## src/sv/fph_pkg.sv

```systemverilog
// Shared types and codes for the fit-policy hole allocator.
// No dependencies; used by fph_cell and fit_policy_hole_allocator_unit.
package fph_pkg;

    localparam int CFG_IDX_W  = 2;
    localparam int CFG_DATA_W = 7;

    // configuration register indexes
    localparam logic [CFG_IDX_W-1:0] REG_FIT_POLICY = 2'd0;
    localparam logic [CFG_IDX_W-1:0] REG_HOLE_COUNT = 2'd1;

    // fit policy codes; the unused code behaves as first fit
    localparam logic [1:0] FIT_FIRST = 2'd0;
    localparam logic [1:0] FIT_BEST  = 2'd1;
    localparam logic [1:0] FIT_WORST = 2'd2;

    // item commands
    localparam logic CMD_LOAD    = 1'b0;
    localparam logic CMD_REQUEST = 1'b1;

    localparam logic [21:0] TOTAL_MAX = 22'h3F_FFFF;

    typedef struct packed {
        logic        cmd;
        logic [5:0]  slot;
        logic [15:0] amount;
    } item_t;

    typedef struct packed {
        logic        granted;
        logic [11:0] request_number;
        logic [15:0] hole_size_before;
        logic [21:0] free_total;
    } result_t;

    // scan token control travelling down the cell row
    typedef struct packed {
        logic valid;
        logic found;
    } scan_ctl_t;

endpackage

```

## src/sv/fph_cell.sv

```systemverilog
// One hole slot of the allocator row: holds a hole size and updates the scan token.
// Depends on fph_pkg (scan_ctl_t, fit policy codes).
module fph_cell #(
    parameter int INDEX     = 0,
    parameter int HOLES     = 64,
    parameter int SIZE_BITS = 16
) (
    input  logic                                  clk,
    input  logic                                  rst_n,
    input  logic                                  wr_en,
    input  logic [((HOLES > 1) ? $clog2(HOLES) : 1)-1:0] wr_slot,
    input  logic [SIZE_BITS-1:0]                  wr_data,
    input  logic [1:0]                            policy,
    input  logic [((SIZE_BITS > 16) ? SIZE_BITS : 16)-1:0] need,
    input  logic [$clog2(HOLES+1)-1:0]            used,
    input  fph_pkg::scan_ctl_t                    ctl_in,
    input  logic [((HOLES > 1) ? $clog2(HOLES) : 1)-1:0] pick_idx_in,
    input  logic [SIZE_BITS-1:0]                  pick_size_in,
    input  logic [SIZE_BITS+$clog2(HOLES+1)-1:0]  sum_in,
    output fph_pkg::scan_ctl_t                    ctl_out,
    output logic [((HOLES > 1) ? $clog2(HOLES) : 1)-1:0] pick_idx_out,
    output logic [SIZE_BITS-1:0]                  pick_size_out,
    output logic [SIZE_BITS+$clog2(HOLES+1)-1:0]  sum_out
);

    localparam int IDX_W  = (HOLES > 1) ? $clog2(HOLES) : 1;
    localparam int CNT_W  = $clog2(HOLES+1);
    localparam int NEED_W = (SIZE_BITS > 16) ? SIZE_BITS : 16;
    localparam int SUM_W  = SIZE_BITS + CNT_W;

    logic [SIZE_BITS-1:0] hole_reg;

    fph_pkg::scan_ctl_t   ctl_reg, ctl_next;
    logic [IDX_W-1:0]     idx_reg, idx_next;
    logic [SIZE_BITS-1:0] size_reg, size_next;
    logic [SUM_W-1:0]     sum_reg, sum_next;

    logic active;
    logic fits;
    logic take;

    always_comb
    begin
        active = ctl_in.valid && (CNT_W'(INDEX) < used);
        fits   = NEED_W'(hole_reg) >= need;
        case (policy)
            fph_pkg::FIT_BEST:
            begin
                take = fits && (!ctl_in.found || hole_reg < pick_size_in);
            end
            fph_pkg::FIT_WORST:
            begin
                // largest hole wins; the fit check happens after the row
                take = !ctl_in.found || hole_reg > pick_size_in;
            end
            default:
            begin
                take = fits && !ctl_in.found;
            end
        endcase

        ctl_next.valid = ctl_in.valid;
        ctl_next.found = ctl_in.found || (active && take);
        idx_next       = (active && take) ? IDX_W'(INDEX) : pick_idx_in;
        size_next      = (active && take) ? hole_reg : pick_size_in;
        sum_next       = active ? (sum_in + SUM_W'(hole_reg)) : sum_in;
    end

    always_ff @(posedge clk)
    begin
        if (wr_en && wr_slot == IDX_W'(INDEX))
        begin
            hole_reg <= wr_data;
        end
    end

    always_ff @(posedge clk or negedge rst_n)
    begin
        if (!rst_n)
        begin
            ctl_reg <= '0;
        end
        else
        begin
            ctl_reg <= ctl_next;
        end
    end

    always_ff @(posedge clk)
    begin
        idx_reg  <= idx_next;
        size_reg <= size_next;
        sum_reg  <= sum_next;
    end

    assign ctl_out       = ctl_reg;
    assign pick_idx_out  = idx_reg;
    assign pick_size_out = size_reg;
    assign sum_out       = sum_reg;

endmodule

```

## config.mk

```make
export PLATFORM = sky130hd
export DESIGN_NAME = fph_cell
export DESIGN_NICKNAME = d
export VERILOG_FILES = /design/src/sv/fph_pkg.sv /design/src/sv/fph_cell.sv
export SDC_FILE = /design/constraint.sdc
export NUM_CORES = 1
export LEC_CHECK = 0
export BUFFER_PORTS_ARGS = -buffer_cell sky130_fd_sc_hd__buf_2
export CORE_MARGIN = 1.5
export CORE_UTILIZATION = 53
export CTS_CLUSTER_DIAMETER = 60
export CTS_CLUSTER_SIZE = 12
export DETAILED_ROUTE_END_ITERATION = 10
export GPL_TIMING_DRIVEN = 0
export PLACE_DENSITY = 0.95
export SYNTH_ARGS = -nofsm -noshare
export SYNTH_HDL_FRONTEND = slang
export SYNTH_SLANG_ARGS = --single-unit
export TNS_END_PERCENT = 20
```

## constraint.sdc

```tcl
create_clock -name clk -period 4.3 [get_ports clk]
set_input_delay 0.215 -clock clk [delete_from_list [all_inputs] [get_ports clk]]
set_output_delay 0.215 -clock clk [all_outputs]
set_load 0.005 [all_outputs]
```

==> out/qor.csv <==
stage,metric,value,unit
cts,cts.sinks,63,
final_layout,nNetsFinal,671,
drt,antenna_left,0,
setup_path,crit_chain,ha_1 > nor2b_1 > o211ai_1 > a2111oi_0 > nor4b_1 > o211ai_1 > o211ai_2 > buf_12 > mux2_4,
final_layout,final_core_util,71.2,%
place,dp.cells,592,
place,io_buffers,143,
power_and_ir_drop,power,0.00165,W
run,cap_violations,0,
global_routing,grt_overflow,0,
floorplan,core-area,0.00676,mm²
setup_path,critPathKind,flip-flop to flip-flop,
synth,synth_top_family_by_area,adder cells,
timing,finalCritPeriodShare,66.4,%
setup_path,crit_arrival,3.11,ns
synth,synth_edf_count,16,
drt,num_vias,3368,
final_layout,drive_above_1_share,37.4,%
synth,ys_async_sr_fraction,3.17,%
drt,drcViolationCount,0,
drt,routed_via_density,5.52,
synth,synth.area.mux_share,6.60,%
timing,tightest_slew,1.03,ns
synth,ys_ff_latch,63,
run_status,status,finished clean,
drt,drt_first_pass_iters,4,
setup_path,critPathSlowestCell,edfxtp_1,
timing,period_needed,2.85,ns
setup_path,worstPathBufferInverterCount,1,
cts,cts_buffers,9,
drt,wire_per_inst,16.0,µm
place,dp.final_hpwl,7360,µm
final_layout,final_cells,610,
final_layout,fin_area,0.00481,mm²
global_routing,grt_max_degree,12,
final_layout,antennaDiodeCount,0,
synth,yosys.area_share.simple,12.8,%
synth,ys_seq_area_share,38.9,%
place,place_area,0.00451,mm²
cts,clkTransAtPathRegs,0.07,ns
synth,yosysWarnings,0,
final_layout,largest_reg_flops,23,
power_and_ir_drop,leakage,2.45,nW
floorplan,row_count,30,
power_and_ir_drop,p_per_area,343,mW/mm²
floorplan,die_area,0.00745,mm²
synth,synth_xor_area_share,4.52,%
setup_path,crit_fanout,10,
final_layout,area_growth,30.8,%
global_routing,grt_pass1_wl,14800,µm
power_and_ir_drop,peakVddDrop,0.000203,V
floorplan,die_h,86.3,µm
synth,synthCells,368,
setup_path,critPathCaptureType,flip-flop,
synth,avgSynthCellArea,10.0,µm²
setup_path,required,4.55,ns
setup_path,slowest_delay,0.52,ns
place,place.gp.congestion,0.839,
drt,routed_wl,9740,µm
global_routing,antenna_found_initial,0,
global_routing,track_usage,26.1,%
setup_path,critPathTopFamily,compound AO/OA/AOI/OAI gates,
timing,relSlewSlack,31.0,%
setup_path,crit_path_frequent_cell,o211ai_1,
synth,ys_types,53,
timing,fmax,350,MHz
timing,hold_viol,0,
timing,drv_slew,0,
floorplan,initial_core_util,54.5,%
timing,setup_viol,0,
timing,finClkSkew,0.0120,ns
synth,synth-adder-area-share,16.9,%
setup_path,crit_path_start_kind,flip-flop,
min_path,worstHoldPathType,input port to flip-flop,
cts,clk_latency,0.37,ns
cts,cts.htree.levels,3,
synth,synth_compound_area_share,15.1,%
cts,tritoncts,built,
timing,setup_tns,0,ns
floorplan,fp.dieW,86.3,µm
cts,ctsResizeCount,0,
synth,synthesis.nets,514,
global_routing,grt_pass1_vias,3342,
cts,ctsLongestPathBuffers,2,
synth,synth_ff_type,dfxtp_1,
floorplan,io_pins,144,
cts,root_buffer,clkbuf_8,
synth,syn_area,0.00368,mm²
drt,drtIter0Drc,83,
timing,rsz0062_at_grt,no,
[metal layers]
metal  wire length [µm]  vias to the layer above  global-route usage (%)
met5                  0                        -                       0
met4                254                        0                    13.8
met3                663                       25                    6.67
met2               4970                      136                    47.7
met1               3850                     1565                    27.6
li1                   -                     1642                       -
[metrics by stage]
stage / worst slack (ns) / hold slack [ns]
detailed placement: 1.49 / 0.00152
CTS: 1.46 / 0.0266
global placement: 0.612 / -0.000386
finish: 1.45 / 0.0232
global route: 1.31 / 0.0272
floorplan: 1.41 / -0.0806
[synthesized netlist by cell type (9+ instances only)]
| master | instances | share of area [%] |
|---|---|---|
| edfxtp_1 | 16 | 13 |
| nand2_1 | 36 | 3.7 |
| inv_1 | 38 | 3.9 |
| dfxtp_1 | 45 | 24 |
| a21oi_1 | 20 | 2.7 |
| a211oi_1 | 9 | 1.8 |
| nor2_1 | 10 | 1.0 |
| mux2_4 | 14 | 5.7 |
| xnor2_1 | 12 | 2.9 |
| nand4_1 | 10 | 1.7 |
| nand3_1 | 9 | 1.2 |
| o21ai_0 | 23 | 3.1 |
| ha_1 | 48 | 16 |
[cells by family (layout without fill, tap and decap cells)]
kind of cell / count (synthesis) / count (layout)
adders and majority gates: 49 / 49
xor gates and xnor gates: 19 / 19
DFF: 63 / 63
buffers and inverters: 45 / 207
and+or+nand+nor: 92 / 92
AOI/OAI and AO/OA: 83 / 83
muxes: 17 / 17
[path summary, 6_finish.rpt]
path / slack, ns / cells after the start / startpoint / end
worst max register to register: 1.45 / 9 / hole_reg[1] / pick_size_out[7]
min in group asynchronous: 0.20 / 2 / rst_n / ctl_out[1]
max in group asynchronous: 4.01 / 2 / rst_n / ctl_out[0]
worst min-delay path: 0.02 / 1 / wr_data[9] / hole_reg[9]
worst max-delay path: 1.45 / 9 / hole_reg[1] / pick_size_out[7]
worst min register to register: 0.60 / 1 / hole_reg[0] / pick_size_out[0]
[where the power goes]
part           internal (W)  total, W  switching [W]
Sequential         0.000647  0.000657      0.0000107
Clock              0.000470  0.000720       0.000250
Combinational      0.000140  0.000272       0.000132
Total               0.00126   0.00165       0.000392
[layout by cell type (no fill, tap or decap), drive strengths merged, types with 3 or more instances in the layout]
cell    Yosys  final
xor2        7      7
nor3        3      3
nand4      10     10
bufinv      0      3
nor2       10     10
mux2       16     16
nand2      36     36
ha         48     48
o211ai      6      6
clkbuf      5     17
xnor2      12     12
a211oi      9      9
a21oi      21     21
a21o        7      7
nand3       9      9
o21ai      24     24
dfxtp      45     45
inv        38     38
and3        5      5
edfxtp     16     16
buf         2    146
and2        7      7
[cell type report]
cell class | instances | area [µm²]
Clock buffer | 12 | 188
Sequential cell | 63 | 1430
Tap cell | 80 | 100
Inverter | 38 | 143
Buffer | 7 | 50.0
Multi-Input combinational cell | 260 | 2060
Fill cell | 508 | 1940
Clock inverter | 4 | 95.1
Timing Repair Buffer | 146 | 743
[repair_timing]
item | CTS | global route
buffers inserted | 0 | 0
hold buffers | 2 | 0
endpoints found under the hold margin | 3 | 0
No activity file was read; power rests on OpenSTA's default activity.
